`config.mk`:
```
export PLATFORM = sky130hd
export DESIGN_NAME = double_ended_queue
export DESIGN_NICKNAME = d
export VERILOG_FILES = /design/src/rtl/deq_pkg.sv /design/src/rtl/deq_ctrl.sv /design/src/rtl/deq_datapath.sv /design/src/rtl/double_ended_queue.sv
export SDC_FILE = /design/constraint.sdc
export NUM_CORES = 1
export LEC_CHECK = 0
export BUFFER_PORTS_ARGS = -buffer_cell sky130_fd_sc_hd__buf_4
export CORE_UTILIZATION = 50
export CTS_CLUSTER_SIZE = 10
export DETAILED_ROUTE_END_ITERATION = 10
export HOLD_SLACK_MARGIN = 0.1
export PLACE_DENSITY = 0.72
export SYNTH_ARGS = -nofsm -noshare
export SYNTH_HDL_FRONTEND = slang
export SYNTH_SLANG_ARGS = --single-unit
export TNS_END_PERCENT = 100
```
`constraint.sdc`:
```
create_clock -name clk -period 5.8 [get_ports clk]
set_input_delay 1.16 -clock clk [delete_from_list [all_inputs] [get_ports clk]]
set_output_delay 1.16 -clock clk [all_outputs]
set_load 0.02 [all_outputs]
```
`src/rtl/deq_pkg.sv`:
```
// Package for the double-ended queue: operation and status codes, controller
// states, the command group between controller and datapath, and defaults.
// Depends on nothing.
package deq_pkg;

    localparam int DEFAULT_DEPTH      = 16;
    localparam int DEFAULT_WORD_WIDTH = 32;

    typedef enum logic [1:0] {
        KIND_PUSH_FRONT = 2'd0,
        KIND_PUSH_BACK  = 2'd1,
        KIND_POP_FRONT  = 2'd2,
        KIND_POP_BACK   = 2'd3
    } kind_t;

    typedef enum logic [1:0] {
        STATUS_OK    = 2'd0,
        STATUS_EMPTY = 2'd1,
        STATUS_FULL  = 2'd2
    } status_t;

    typedef enum logic [1:0] {
        ST_IDLE = 2'd0,
        ST_EXEC = 2'd1,
        ST_DONE = 2'd2
    } state_t;

    typedef struct packed {
        logic capture;
        logic execute;
    } deq_cmd_t;

endpackage

```
`src/rtl/deq_ctrl.sv`:
```
// Controller of the double-ended queue: sequences capture, execution and
// result transfer for one operation at a time. Depends on deq_pkg.
module deq_ctrl (
    input  logic              clk,
    input  logic              rst_n,
    input  logic              in_valid,
    output logic              in_ready,
    output logic              out_valid,
    input  logic              out_ready,
    output deq_pkg::deq_cmd_t cmd
);
    import deq_pkg::*;

    state_t state_reg;
    state_t state_next;

    always_ff @(posedge clk or negedge rst_n)
    begin
        if (!rst_n)
        begin
            state_reg <= ST_IDLE;
        end
        else
        begin
            state_reg <= state_next;
        end
    end

    always_comb
    begin
        state_next  = state_reg;
        in_ready    = 1'b0;
        out_valid   = 1'b0;
        cmd.capture = 1'b0;
        cmd.execute = 1'b0;
        case (state_reg)
            ST_IDLE:
            begin
                in_ready = 1'b1;
                if (in_valid)
                begin
                    cmd.capture = 1'b1;
                    state_next  = ST_EXEC;
                end
            end
            ST_EXEC:
            begin
                cmd.execute = 1'b1;
                state_next  = ST_DONE;
            end
            ST_DONE:
            begin
                out_valid = 1'b1;
                if (out_ready)
                begin
                    state_next = ST_IDLE;
                end
            end
            default:
            begin
                state_next = ST_IDLE;
            end
        endcase
    end

endmodule

```
`src/rtl/deq_datapath.sv`:
```
// Datapath of the double-ended queue: ring store, front index, entry count
// and result registers, driven by the controller's commands. Depends on deq_pkg.
module deq_datapath #(
    parameter int DEPTH      = deq_pkg::DEFAULT_DEPTH,
    parameter int WORD_WIDTH = deq_pkg::DEFAULT_WORD_WIDTH,
    parameter int CW         = $clog2(DEPTH + 1)
) (
    input  logic                          clk,
    input  logic                          rst_n,
    input  deq_pkg::deq_cmd_t             cmd,
    input  logic [1:0]                    kind,
    input  logic signed [WORD_WIDTH-1:0]  value,
    output logic signed [WORD_WIDTH-1:0]  popped_value,
    output deq_pkg::status_t              status,
    output logic [CW-1:0]                 entry_count
);
    import deq_pkg::*;

    localparam int AW = (DEPTH > 1) ? $clog2(DEPTH) : 1;
    localparam int SW = CW + 1;

    logic [WORD_WIDTH-1:0] mem [DEPTH];

    kind_t                 kind_reg;
    logic [WORD_WIDTH-1:0] value_reg;
    logic [AW-1:0]         front_reg;
    logic [AW-1:0]         front_next;
    logic [CW-1:0]         count_reg;
    logic [CW-1:0]         count_next;
    status_t               status_reg;
    status_t               status_next;
    logic                  pop_ok_reg;
    logic                  pop_ok_next;
    logic [WORD_WIDTH-1:0] rdata_reg;

    logic                  full;
    logic                  empty;
    logic [SW-1:0]         end_sum;
    logic [SW-1:0]         end_wrap;
    logic [SW-1:0]         last_sum;
    logic [SW-1:0]         last_wrap;
    logic [AW-1:0]         front_dec;
    logic [AW-1:0]         front_inc;
    logic [AW-1:0]         addr;
    logic                  wr_en;

    assign full  = (count_reg == CW'(DEPTH));
    assign empty = (count_reg == '0);

    assign end_sum   = SW'(front_reg) + SW'(count_reg);
    assign end_wrap  = (end_sum >= SW'(DEPTH)) ? (end_sum - SW'(DEPTH)) : end_sum;
    assign last_sum  = end_sum - SW'(1);
    assign last_wrap = (last_sum >= SW'(DEPTH)) ? (last_sum - SW'(DEPTH)) : last_sum;
    assign front_dec = (front_reg == '0) ? AW'(DEPTH - 1) : (front_reg - AW'(1));
    assign front_inc = (front_reg == AW'(DEPTH - 1)) ? '0 : (front_reg + AW'(1));

    always_comb
    begin
        front_next  = front_reg;
        count_next  = count_reg;
        status_next = STATUS_OK;
        pop_ok_next = 1'b0;
        wr_en       = 1'b0;
        addr        = front_reg;
        case (kind_reg)
            KIND_PUSH_FRONT:
            begin
                addr = front_dec;
                if (full)
                begin
                    status_next = STATUS_FULL;
                end
                else
                begin
                    wr_en      = 1'b1;
                    front_next = front_dec;
                    count_next = count_reg + CW'(1);
                end
            end
            KIND_PUSH_BACK:
            begin
                addr = end_wrap[AW-1:0];
                if (full)
                begin
                    status_next = STATUS_FULL;
                end
                else
                begin
                    wr_en      = 1'b1;
                    count_next = count_reg + CW'(1);
                end
            end
            KIND_POP_FRONT:
            begin
                addr = front_reg;
                if (empty)
                begin
                    status_next = STATUS_EMPTY;
                end
                else
                begin
                    pop_ok_next = 1'b1;
                    front_next  = front_inc;
                    count_next  = count_reg - CW'(1);
                end
            end
            KIND_POP_BACK:
            begin
                addr = last_wrap[AW-1:0];
                if (empty)
                begin
                    status_next = STATUS_EMPTY;
                end
                else
                begin
                    pop_ok_next = 1'b1;
                    count_next  = count_reg - CW'(1);
                end
            end
            default:
            begin
                status_next = STATUS_OK;
            end
        endcase
    end

    always_ff @(posedge clk)
    begin
        if (cmd.capture)
        begin
            kind_reg  <= kind_t'(kind);
            value_reg <= value;
        end
    end

    always_ff @(posedge clk)
    begin
        if (cmd.execute)
        begin
            if (wr_en)
            begin
                mem[addr] <= value_reg;
            end
            rdata_reg <= mem[addr];
        end
    end

    always_ff @(posedge clk or negedge rst_n)
    begin
        if (!rst_n)
        begin
            front_reg  <= '0;
            count_reg  <= '0;
            status_reg <= STATUS_OK;
            pop_ok_reg <= 1'b0;
        end
        else if (cmd.execute)
        begin
            front_reg  <= front_next;
            count_reg  <= count_next;
            status_reg <= status_next;
            pop_ok_reg <= pop_ok_next;
        end
    end

    assign popped_value = pop_ok_reg ? rdata_reg : '0;
    assign status       = status_reg;
    assign entry_count  = count_reg;

endmodule

```
`src/rtl/double_ended_queue.sv`:
```
// Double-ended queue of signed words in a ring store of DEPTH entries.
// After an operation is transferred in, the controller steps through its execute
// state and then offers the result in its done state.
// Operations are handled one at a time by the capture, store access and result
// stages of the controller; a stalled result holds the input side.
// Reset clears the front index and entry count; the store contents are left as they are.
module double_ended_queue #(
    parameter int DEPTH      = deq_pkg::DEFAULT_DEPTH,
    parameter int WORD_WIDTH = deq_pkg::DEFAULT_WORD_WIDTH,
    parameter int CW         = $clog2(DEPTH + 1)
) (
    input  logic                         clk,
    input  logic                         rst_n,
    input  logic                         in_valid,
    output logic                         in_ready,
    input  logic [1:0]                   kind,
    input  logic signed [WORD_WIDTH-1:0] value,
    output logic                         out_valid,
    input  logic                         out_ready,
    output logic signed [WORD_WIDTH-1:0] popped_value,
    output logic [1:0]                   status,
    output logic [CW-1:0]                entry_count
);
    import deq_pkg::*;

    deq_cmd_t cmd;
    status_t  status_int;

    deq_ctrl u_ctrl (
        .clk       (clk),
        .rst_n     (rst_n),
        .in_valid  (in_valid),
        .in_ready  (in_ready),
        .out_valid (out_valid),
        .out_ready (out_ready),
        .cmd       (cmd)
    );

    deq_datapath #(
        .DEPTH      (DEPTH),
        .WORD_WIDTH (WORD_WIDTH),
        .CW         (CW)
    ) u_datapath (
        .clk          (clk),
        .rst_n        (rst_n),
        .cmd          (cmd),
        .kind         (kind),
        .value        (value),
        .popped_value (popped_value),
        .status       (status_int),
        .entry_count  (entry_count)
    );

    assign status = status_int;

endmodule

```
==> reports/metrics.yaml, run 1 <==
grt_pass1_vias: 14500
postCtsSetupBuffers: 0
rsz0062_at_grt: "false"
cts_resized: 0
final_antenna_net_count: 0
first_iter_violations: 2104
clock-root-buffer: "clkbuf_16"
syn_avg_cell_area_sq_um: 15.86
grt_overflow: 0
ff2ff_path_depth: 8
skew_ns: 0.02251
fin_crit_ns: 4.565
largest_reg_flops: 512
whs_ns: 0.4085
drc: 0
max_stage_delay_ns: 0.92
fill_cells: 3452
fin_cells: 2204
worst-path-buf-inv: 2
num_vias: 14410
antenna_cells: 0
crit_fanout: 44
tightest_slew_ns: 1.278
post-route-period-util_pct: 78.70
grt_max_degree: 99
cp_cell_sequence: "ha_1 > fa_1 > inv_1 > ha_1 > mux4_2 > nand2_1 > nor3_2 > buf_4"
cts_made_buffers: 70
cts_tree: "built"
synth.most_common_cell: "edfxtp_1"
syn_inst: 1511
place_inst: 2114
critPathSlowestCell: "mux4_2"
place_ws_ns: 1.250
dieArea_sq_um: 48810
antenna_found_initial: 0
dp_hpwl_mm: 30.49
synth_area_sq_um: 23960
yosys.area.top_type_share_pct: 72.43
ys_seq_area_share_pct: 73.89
yosysWarnings: 0
yosys-top-cells-count: "edfxtp_1 (578), o21ai_0 (127), nand3_1 (99)"
crit_top_cell: "ha_1"
start_util_pct: 51.04
postLayoutCellArea_sq_um: 27150
p_int_mw: 10.18
hold_class: "in2async"
yosysTopAreaCell: "edfxtp_1"
fin_nets: 1629
startpoint_type: "flop"
firstDrtPassIters: 5
drv_cap: 0
total_power_mw: 16.53
syn_to_final_growth_pct: 13.30
portBuffers: 78
end_kind: "flop"
synth-edff-count: 578
p_sw_mw: 6.349
wirelength_mm: 57.69
cts_max_path_buffers: 3
setup_tns_ns: 0
synthDistinctLibCells: 49
ios: 79
timing_worst_setup_path_type: "reg2reg"
synth_area_leaders: "edfxtp_1 (72%), mux4_2 (3.9%), o21ai_0 (2.7%), nand3_1 (2.1%), a221oi_1 (1.8%)"
clk_pin_slew_worst_paths_ns: 0.06
path_depth: 8
p_per_area_nw_per_um2: 608.9
switching_share_pct: 38.41
drive_gt1_share_pct: 17.60
fp.dieH_um: 220.9
clkLatencyLatePin_ns: 0.60
pwr-share-clk_pct: 22.7
gp_congestion: 0.7927
pwr-share-seq_pct: 35.2
clock_sinks: 592
crit_required_ns: 6.06
relSlewSlack_pct: 14.46
p_comb_share_pct: 42.1
synth-main-ff-cell: "edfxtp_1"
core_sq_um: 46950
fin_ws_ns: 1.235
grt_pass1_wl_mm: 88.22
avgRoutedWirePerCell_um: 26.17
synth-seq-cells: 592
grt_use_total_pct: 23.82
finalHoldViolations: 0
status: "completed"
num_rows: 79
cts_hold_buf: 0
avgViaCountPerCell: 6.536
ir_drop_v: 0.0005299
p_leak_nw: 8.877
crit_family: "simple AND/OR/NAND/NOR gates"
max_freq_mhz: 219.1
synthesis.nets: 1561
placed_cell_area_sq_um: 25270
cp.arrival_ns: 4.83
fin_util_pct: 57.83
h-tree-depth: 3
die_width_um: 220.9
setup-violations-final: 0
synthArstFlopShare_pct: 2.365
drv_slew: 0
## worst paths after layout
check	startpoint	to	slack (ns)
max	u_datapath.entry_count[0]	u_datapath.mem[5][16]	1.24
min	rst_n	u_datapath.front_reg[2]	0.41
max reg2reg	u_datapath.entry_count[0]	u_datapath.mem[5][16]	1.24
min reg2reg	u_datapath.status[1]	u_datapath.status[1]	0.51
max in group asynchronous	rst_n	u_ctrl.state_reg[1]	5.20
min in group clk	u_datapath.status[1]	u_datapath.status[1]	0.51
## layer usage
metal | wire, um | global-route usage, % | vias to the layer above
met5 | 0 | 0 | -
met2 | 27100 | 37.14 | 804
met4 | 1836 | 10.26 | 0
met3 | 5212 | 4.395 | 120
met1 | 23540 | 33.10 | 7264
li1 | - | - | 6217
## cells by family after synthesis
logic type                 after synthesis  synth area share, %
and+or+nand+nor                        270                5.613
AOI/OAI and AO/OA                      402                11.23
adders and majority gates               12               0.6892
muxes                                   82                5.618
xor gates and xnor gates                10               0.4229
DFF                                    592                73.89
buffers and inverters                  143                2.532
## placed cells by master (no fill, tap or decap), types with 35 or more instances in the layout
cell type and n:
o21ai_0 127, clkbuf_16 71, a221oi_1 48, edfxtp_1 578, nand2_1 75, buf_4 129
mux2i_1 40, and2_1 35, nand3_1 98, mux4_2 41, a32oi_1 48, a21oi_1 56
## layout make-up
class,count,area [sq um],area share [%]
timing repair buffer,129,968.4,3.567
tap,607,759.5,2.797
inverter,10,37.54,0.1382
multi-input combinational,776,5798,21.35
clock buffer,81,1814,6.682
clock inverter,9,66.31,0.2442
sequential,592,17710,65.22
## power groups by stage
stage	logic [mW]	registers, mW	clock network [mW]
2_1_floorplan	4.95	5.72	0
3_3_place_gp	6.75	5.87	0
3_5_place_dp	6.92	5.90	0
4_1_cts	6.94	5.81	3.81
5_1_grt	7.46	5.86	3.98
6_report	6.96	5.81	3.76
## worst reg2reg max path: cells and delay by family, from the launching register on
family	cells	cell delay [ns]
DFF	1	0.46
buffers and inverters	2	0.48
and+or+nand+nor	2	1.25
muxes	1	0.92
adders and majority gates	3	1.10
Power figures use the tool's default switching activity.
==> run 2, diff against run 1 <==
--- a/config.mk
+++ b/config.mk
@@ -5,12 +5,13 @@
 export SDC_FILE = /design/constraint.sdc
 export NUM_CORES = 1
 export LEC_CHECK = 0
+export ABC_AREA = 1
 export BUFFER_PORTS_ARGS = -buffer_cell sky130_fd_sc_hd__buf_4
 export CORE_UTILIZATION = 50
 export CTS_CLUSTER_SIZE = 10
 export DETAILED_ROUTE_END_ITERATION = 10
 export HOLD_SLACK_MARGIN = 0.1
-export PLACE_DENSITY = 0.72
+export PLACE_DENSITY = 0.69
 export SYNTH_ARGS = -nofsm -noshare
 export SYNTH_HDL_FRONTEND = slang
 export SYNTH_SLANG_ARGS = --single-unit
==> constraint.sdc (replaced) <==
create_clock -name clk -period 4.7 [get_ports clk]
set_input_delay 0.94 -clock clk [delete_from_list [all_inputs] [get_ports clk]]
set_output_delay 0.94 -clock clk [all_outputs]
set_load 0.02 [all_outputs]
==> run 2 against run 1 <==
Against the previous run: flip-flop and latch count stayed put; clock skew is 0.0040 ns higher; clock power is 26% higher; synthesized area is 6.3% higher; worst hold slack worse by 0.20 ns; routed wire length is 5.4% higher; non-clock buffer count is 5 lower; final cell count is 43% higher; global-route usage is 0.16 points lower; via count is 18% higher; maximum frequency is 10% higher; sequential share of layout area is 3.4 points lower; critical endpoint is now u_datapath.mem[4][19].
==> reports/metrics.yaml, run 2 <==
max_freq_mhz: 241.5  # was 219.1 MHz
firstDrtPassIters: 6  # was 5
finalHoldViolations: 0  # unchanged
grt_pass1_vias: 16640  # was 14,500
h-tree-depth: 3  # unchanged
syn_avg_cell_area_sq_um: 10.54  # was 15.86 sq um
final_cell_mix: "nand2_1 (1,264), edfxtp_1 (578), nand3_1 (275)"  # was edfxtp_1 (578), buf_4 (129), o21ai_0 (127)
dp_hpwl_mm: 32.48  # was 30.49 mm
cp.arrival_ns: 4.42  # was 4.83 ns
yosysTopAreaCell: "edfxtp_1"  # unchanged
clock-root-buffer: "clkbuf_16"  # unchanged
clkLatencyLatePin_ns: 0.60  # about the same
grt_pass1_wl_mm: 94.81  # was 88.22 mm
hold_class: "in2async"  # unchanged
p_leak_nw: 12.00  # was 8.877 nW
synthArstFlopShare_pct: 2.365  # unchanged
synthDistinctLibCells: 33  # was 49
crit_fanout: 49  # was 44
ir_drop_v: 0.0007346  # was 0.0005299 V
cts_max_path_buffers: 3  # unchanged
wirelength_mm: 60.80  # was 57.69 mm
drv_slew: 0  # unchanged
tightest_slew_ns: 1.031  # was 1.278 ns
grt_overflow: 0  # unchanged
largest_reg_flops: 512  # unchanged
reg2reg_setup_slack_ns: 0.56  # was 1.24 ns
fill_cells: 4108  # was 3,452
yosys.area.top_type_share_pct: 68.11  # was 72.43%
end_kind: "flop"  # unchanged
num_vias: 17020  # was 14,410
skew_ns: 0.02656  # was 0.02251 ns
clock_sinks: 592  # unchanged
p_per_area_nw_per_um2: 731.4  # was 608.9 nW/um^2
crit_required_ns: 4.98  # was 6.06 ns
fin_ws_ns: 0.5595  # was 1.235 ns
cts_made_buffers: 70  # unchanged
r2r-end: "u_datapath.mem[4][19]"  # was u_datapath.mem[5][16]
critPathSlowestCell: "buf_4"  # was mux4_2
cp-startpoint: "u_datapath.front_reg[0]"  # was u_datapath.entry_count[0]
crit_end: "u_datapath.mem[4][19]"  # was u_datapath.mem[5][16]
ff2ff_path_depth: 11  # was 8
first_iter_violations: 1586  # was 2,104
antenna_cells: 0  # unchanged
drive_gt1_share_pct: 9.401  # was 17.60%
postLayoutCellArea_sq_um: 28630  # was 27,150 sq um
yosysWarnings: 0  # unchanged
relSlewSlack_pct: 31.29  # was 14.46%
layout_commonest_cell: "nand2_1"  # was edfxtp_1
synth-main-ff-cell: "edfxtp_1"  # unchanged
fin_nets: 2524  # was 1,629
antenna_found_initial: 0  # unchanged
drv_cap: 0  # unchanged
ios: 79  # unchanged
drc: 0  # unchanged
fp.dieH_um: 227.8  # was 220.9 um
cts_resized: 0  # unchanged
post-route-period-util_pct: 88.10  # was 78.70%
status: "completed"  # unchanged
path_depth: 11  # was 8
clk_pin_slew_worst_paths_ns: 0.05  # was 0.06 ns
setup-violations-final: 0  # unchanged
dieArea_sq_um: 51870  # was 48,810 sq um
synth_area_sq_um: 25480  # was 23,960 sq um
place_ws_ns: 0.5760  # was 1.250 ns
setup_tns_ns: 0  # unchanged
rsz0062_at_grt: "false"  # unchanged
placed_cell_area_sq_um: 26720  # was 25,270 sq um
portBuffers: 78  # unchanged
synth_area_leaders: "edfxtp_1 (68%), nand2_1 (19%), nand3_1 (5.4%), buf_2 (1.7%), dfrtp_1 (1.4%)"  # was edfxtp_1 (72%), mux4_2 (3.9%), o21ai_0 (2.7%), nand3_1 (2.1%), a221oi_1 (1.8%)
cp_cell_sequence: "ha_1 > fa_1 > inv_1 > ha_1 > or2_0 > nand3_1 > o21ai_4 > buf_4 > nand3_1 > nor2_4 > buf_12"  # was ha_1 > fa_1 > inv_1 > ha_1 > mux4_2 > nand2_1 > nor3_2 > buf_4
num_rows: 82  # was 79
cts_hold_buf: 0  # unchanged
grt_use_total_pct: 23.66  # was 23.82%
synth-seq-cells: 592  # unchanged
cts_tree: "built"  # unchanged
syn_inst: 2417  # was 1,511
avgViaCountPerCell: 5.384  # was 6.536
timing_worst_setup_path_type: "reg2reg"  # unchanged
grt_max_degree: 113  # was 99
synth-edff-count: 578  # unchanged
ys_seq_area_share_pct: 69.49  # was 73.89%
yosys-top-cells-count: "nand2_1 (1,266), edfxtp_1 (578), nand3_1 (275)"  # was edfxtp_1 (578), o21ai_0 (127), nand3_1 (99)
startpoint_type: "flop"  # unchanged
fin_crit_ns: 4.141  # was 4.565 ns
core_sq_um: 50170  # was 46,950 sq um
avgRoutedWirePerCell_um: 19.23  # was 26.17 um
postCtsSetupBuffers: 0  # unchanged
whs_ns: 0.2054  # was 0.4085 ns
synthesis.nets: 2467  # was 1,561
crit_family: "simple AND/OR/NAND/NOR gates"  # unchanged
die_width_um: 227.8  # was 220.9 um
synth.most_common_cell: "nand2_1"  # was edfxtp_1
gp_congestion: 0.8273  # was 0.7927
r2r-start: "u_datapath.front_reg[0]"  # was u_datapath.entry_count[0]
start_util_pct: 50.79  # was 51.04%
syn_to_final_growth_pct: 12.36  # was 13.30%
worst-path-buf-inv: 3  # was 2
max_stage_delay_ns: 0.57  # was 0.92 ns
final_antenna_net_count: 0  # unchanged
==> run 2: cell types whose count changed after synthesis, sizes merged, moves of 50 or more <==
| cell | before | now |
|---|---|---|
| nand2 | 76 | 1268 |
| nand3 | 99 | 277 |
| o21ai | 149 | 12 |
| buf | 48 | 120 |
| clkbuf | 85 | 19 |
| a21oi | 56 | 6 |
==> run 2: worst min-delay path by stage <==
stage	to	slack [ns]	cells past startpoint
2_1_floorplan	u_ctrl.state_reg[0]	0.45	1
3_3_place_gp	u_datapath.status[0]	0.47	2
3_5_place_dp	u_datapath.status[0]	0.48	2
4_1_cts	u_datapath.entry_count[2]	0.18	1
5_1_grt	u_datapath.entry_count[2]	0.21	1
6_report	u_datapath.entry_count[0]	0.21	1
==> run 2: layer usage <==
layer	global-route usage (%)	routed length (um)
met1	31.87	25760
met2	39.34	29360
met3	3.775	4324
met4	7.686	1354
met5	0	0
==> run 2: metrics by stage <==
stage	utilization, %	instances	power [mW]
2_1_floorplan	-	2417	13.92
5_1_grt	57.07	3161	22.45
4_1_cts	57.07	3161	21.03
3_3_place_gp	53.26	3074	16.13
3_5_place_dp	53.26	3074	16.26
6_report	57.07	3161	20.94
==> run 2: worst register-to-register path: cells and delay by family (launching register included) <==
kind | cells | cell delay (ns)
AND/OR/NAND/NOR | 4 | 1.23
adder cells (fa/ha/maj) | 3 | 1.08
buffers and inverters | 3 | 0.90
flip-flops | 1 | 0.48
AO/OA/AOI/OAI | 1 | 0.14
==> run 2: cell families (layout without fill, tap and decap cells) <==
group	count (synthesis)	count (layout)	share of synthesized area [%]
buffers and inverters	198	270	4.090
adder cells (fa/ha/maj)	12	12	0.6481
AND/OR/NAND/NOR	1584	1584	24.96
AO/OA/AOI/OAI	21	21	0.4714
XOR/XNOR	10	10	0.3437
flip-flops	592	592	69.49
==> run 2: power breakdown <==
part | switching [mW] | internal, mW | leakage (nW)
Combinational | 6.54 | 2.60 | 5.66
Sequential | 0.446 | 6.63 | 5.40
Clock | 1.95 | 2.78 | 0.937
Total | 8.93 | 12.0 | 12.0
==> run 2: layout make-up <==
cell class | count | area (sq um) | area share, %
Timing Repair Buffer | 124 | 1056 | 3.688
Multi-Input combinational cell | 1627 | 6892 | 24.07
Clock buffer | 79 | 1828 | 6.384
Inverter | 59 | 224.0 | 0.7822
Tap cell | 672 | 840.8 | 2.937
Clock inverter | 8 | 85.08 | 0.2972
Sequential cell | 592 | 17710 | 61.84
==> run 3, diff against run 2 <==
--- a/config.mk
+++ b/config.mk
@@ -12,6 +12,7 @@
 export DETAILED_ROUTE_END_ITERATION = 10
 export HOLD_SLACK_MARGIN = 0.1
 export PLACE_DENSITY = 0.69
+export REMOVE_ABC_BUFFERS = 1
 export SYNTH_ARGS = -nofsm -noshare
 export SYNTH_HDL_FRONTEND = slang
 export SYNTH_SLANG_ARGS = --single-unit
==> run 3 against run 2 <==
Against the previous run: final cell count barely moved; combinational power rose by 2%; clock skew rose by 0.0021 ns; sequential power rose by 0.7%; sequential share of layout area barely moved; utilization barely moved; die area did not move; critical endpoint is now u_datapath.mem[9][22]; largest cell class unchanged; highest routed layer unchanged.
==> reports/metrics.yaml, run 3 (synthesized netlist as in run 2, its figures left out) <==
clock-root-buffer: "clkbuf_16"  # unchanged
cp-startpoint: "u_datapath.front_reg[0]"  # unchanged
core_sq_um: 50170  # unchanged
r2r-start: "u_datapath.front_reg[0]"  # unchanged
p_int_mw: 12.02  # was 12.01 mW
pwr-share-clk_pct: 22.6  # about the same
placed_cell_area_sq_um: 26720  # unchanged
total_power_mw: 21.20  # was 20.94 mW
die_width_um: 227.8  # unchanged
final_cell_mix: "nand2_1 (1,264), edfxtp_1 (578), nand3_1 (275)"  # unchanged
ff2ff_path_depth: 11  # unchanged
firstDrtPassIters: 5  # was 6
avgViaCountPerCell: 5.447  # was 5.384
fin_nets: 2519  # was 2,524
syn_to_final_growth_pct: 12.45  # was 12.36%
pwr-share-seq_pct: 33.6  # was 33.8%
place_ws_ns: 0.6763  # was 0.5760 ns
cts_max_path_buffers: 3  # unchanged
avgRoutedWirePerCell_um: 19.93  # was 19.23 um
status: "completed"  # unchanged
clock_sinks: 592  # unchanged
crit_required_ns: 5.00  # was 4.98 ns
crit_fanout: 20  # was 49
dp_hpwl_mm: 34.70  # was 32.48 mm
cts_made_buffers: 70  # unchanged
drive_gt1_share_pct: 9.252  # was 9.401%
p_leak_nw: 12.00  # about the same
cts_resized: 0  # unchanged
finalHoldViolations: 0  # unchanged
relSlewSlack_pct: 23.46  # was 31.29%
final_antenna_net_count: 0  # unchanged
gp_congestion: 0.8592  # was 0.8273
fin_crit_ns: 4.081  # was 4.141 ns
ff_latch_area_sq_um: 17710  # unchanged
tightest_slew_ns: 1.148  # was 1.031 ns
startpoint_type: "flop"  # unchanged
fin_util_pct: 57.11  # was 57.07%
post-route-period-util_pct: 86.83  # was 88.10%
timing_worst_setup_path_type: "reg2reg"  # unchanged
p_comb_share_pct: 43.8  # was 43.6%
ios: 79  # unchanged
drc: 0  # unchanged
h-tree-depth: 3  # unchanged
drv_cap: 0  # unchanged
p_per_area_nw_per_um2: 739.8  # was 731.4 nW/um^2
grt_overflow: 0  # unchanged
fp.dieH_um: 227.8  # unchanged
ir_drop_v: 0.0007832  # was 0.0007346 V
max_freq_mhz: 245.0  # was 241.5 MHz
fin_ws_ns: 0.6191  # was 0.5595 ns
fill_cells: 4114  # was 4,108
rsz0062_at_grt: "false"  # unchanged
layout_commonest_cell: "nand2_1"  # unchanged
cp.arrival_ns: 4.38  # was 4.42 ns
setup-violations-final: 0  # unchanged
r2r-end: "u_datapath.mem[9][22]"  # was u_datapath.mem[4][19]
reg2reg_setup_slack_ns: 0.62  # was 0.56 ns
num_rows: 82  # unchanged
grt_pass1_vias: 16940  # was 16,640
grt_pass1_wl_mm: 97.53  # was 94.81 mm
cts_hold_buf: 0  # unchanged
postCtsSetupBuffers: 0  # unchanged
crit_end: "u_datapath.mem[9][22]"  # was u_datapath.mem[4][19]
start_util_pct: 50.79  # unchanged
grt_max_degree: 200  # was 113
largest_reg_flops: 512  # unchanged
drv_slew: 0  # unchanged
p_sw_mw: 9.177  # was 8.931 mW
first_iter_violations: 2008  # was 1,586
cts_tree: "built"  # unchanged
clk_pin_slew_worst_paths_ns: 0.05  # about the same
postLayoutCellArea_sq_um: 28650  # was 28,630 sq um
multi_input_area_sq_um: 6892  # unchanged
num_vias: 17200  # was 17,020
clkLatencyLatePin_ns: 0.61  # was 0.60 ns
grt_use_total_pct: 24.43  # was 23.66%
portBuffers: 78  # unchanged
switching_share_pct: 43.29  # was 42.65%
dieArea_sq_um: 51870  # unchanged
hold_class: "in2async"  # unchanged
antenna_found_initial: 0  # unchanged
antenna_cells: 0  # unchanged
wirelength_mm: 62.93  # was 60.80 mm
end_kind: "flop"  # unchanged
skew_ns: 0.02868  # was 0.02656 ns
## run 3: cell count changes in the layout (fill, tap and decap cells not counted), sizes merged
cell    before  now
buf        124  119
clkbuf      79   82
inv         62   63
clkinv       4    2
## run 3: worst max-delay path: stages (launching register included)
cell	delay, ns
dfrtp_1	0.48
ha_1	0.26
fa_1	0.54
inv_1	0.06
ha_1	0.21
or2_2	0.30
nand3_1	0.10
nand2_1	0.09
nand2_2	0.39
nand2_1	0.35
nor2_4	0.70
buf_4	0.31
## run 3: power groups by stage
| stage | Combinational [mW] | Clock, mW | Sequential [mW] |
|---|---|---|---|
| after floorplan | 6.23 | 0 | 7.04 |
| after detailed placement | 9.22 | 0 | 7.23 |
| after CTS | 9.30 | 4.84 | 7.13 |
| after global routing | 10.4 | 5.04 | 7.18 |
| after global placement | 9.13 | 0 | 7.21 |
| final | 9.29 | 4.78 | 7.13 |
## run 3: layout make-up
cell class              instances  share of cell area (%)
flip-flops and latches        592                   61.80
multi-input cells            1627                   24.05
clock buffers                  82                   6.454
repair buffers                119                   3.685
well taps                     672                   2.934
inverters                      59                  0.7816
clock inverters                 7                  0.2969
## run 3: per-layer routing
| layer | vias up | part of all wire, % | global-route usage (%) |
|---|---|---|---|
| met3 | 112 | 8.5 | 4.575 |
| met1 | 8218 | 42 | 33.46 |
| met5 | - | 0 | 0 |
| li1 | 8109 | - | - |
| met2 | 763 | 47 | 38.64 |
| met4 | 0 | 2.9 | 9.776 |
## run 3: worst min path at each step
stage | cells after the start | endpoint | start | slack (ns)
after floorplan | 1 | u_ctrl.state_reg[0] | u_ctrl.state_reg[0] | 0.45
after global placement | 2 | u_datapath.status[0] | u_datapath.status[0] | 0.47
after detailed placement | 2 | u_datapath.status[0] | u_datapath.status[0] | 0.47
after CTS | 1 | u_datapath.entry_count[3] | rst_n | 0.17
after global routing | 1 | u_datapath.entry_count[3] | rst_n | 0.19
final | 1 | u_datapath.entry_count[3] | rst_n | 0.18
## run 3: stage by stage
step	hold WS, ns	TNS, ns	std cells
floorplan	0.4543	-1216.70	2278
global placement	0.4704	0	3069
detailed placement	0.4726	0	3069
CTS	0.1657	0	3158
global route	0.1895	0	3158
finish	0.1838	0	3158
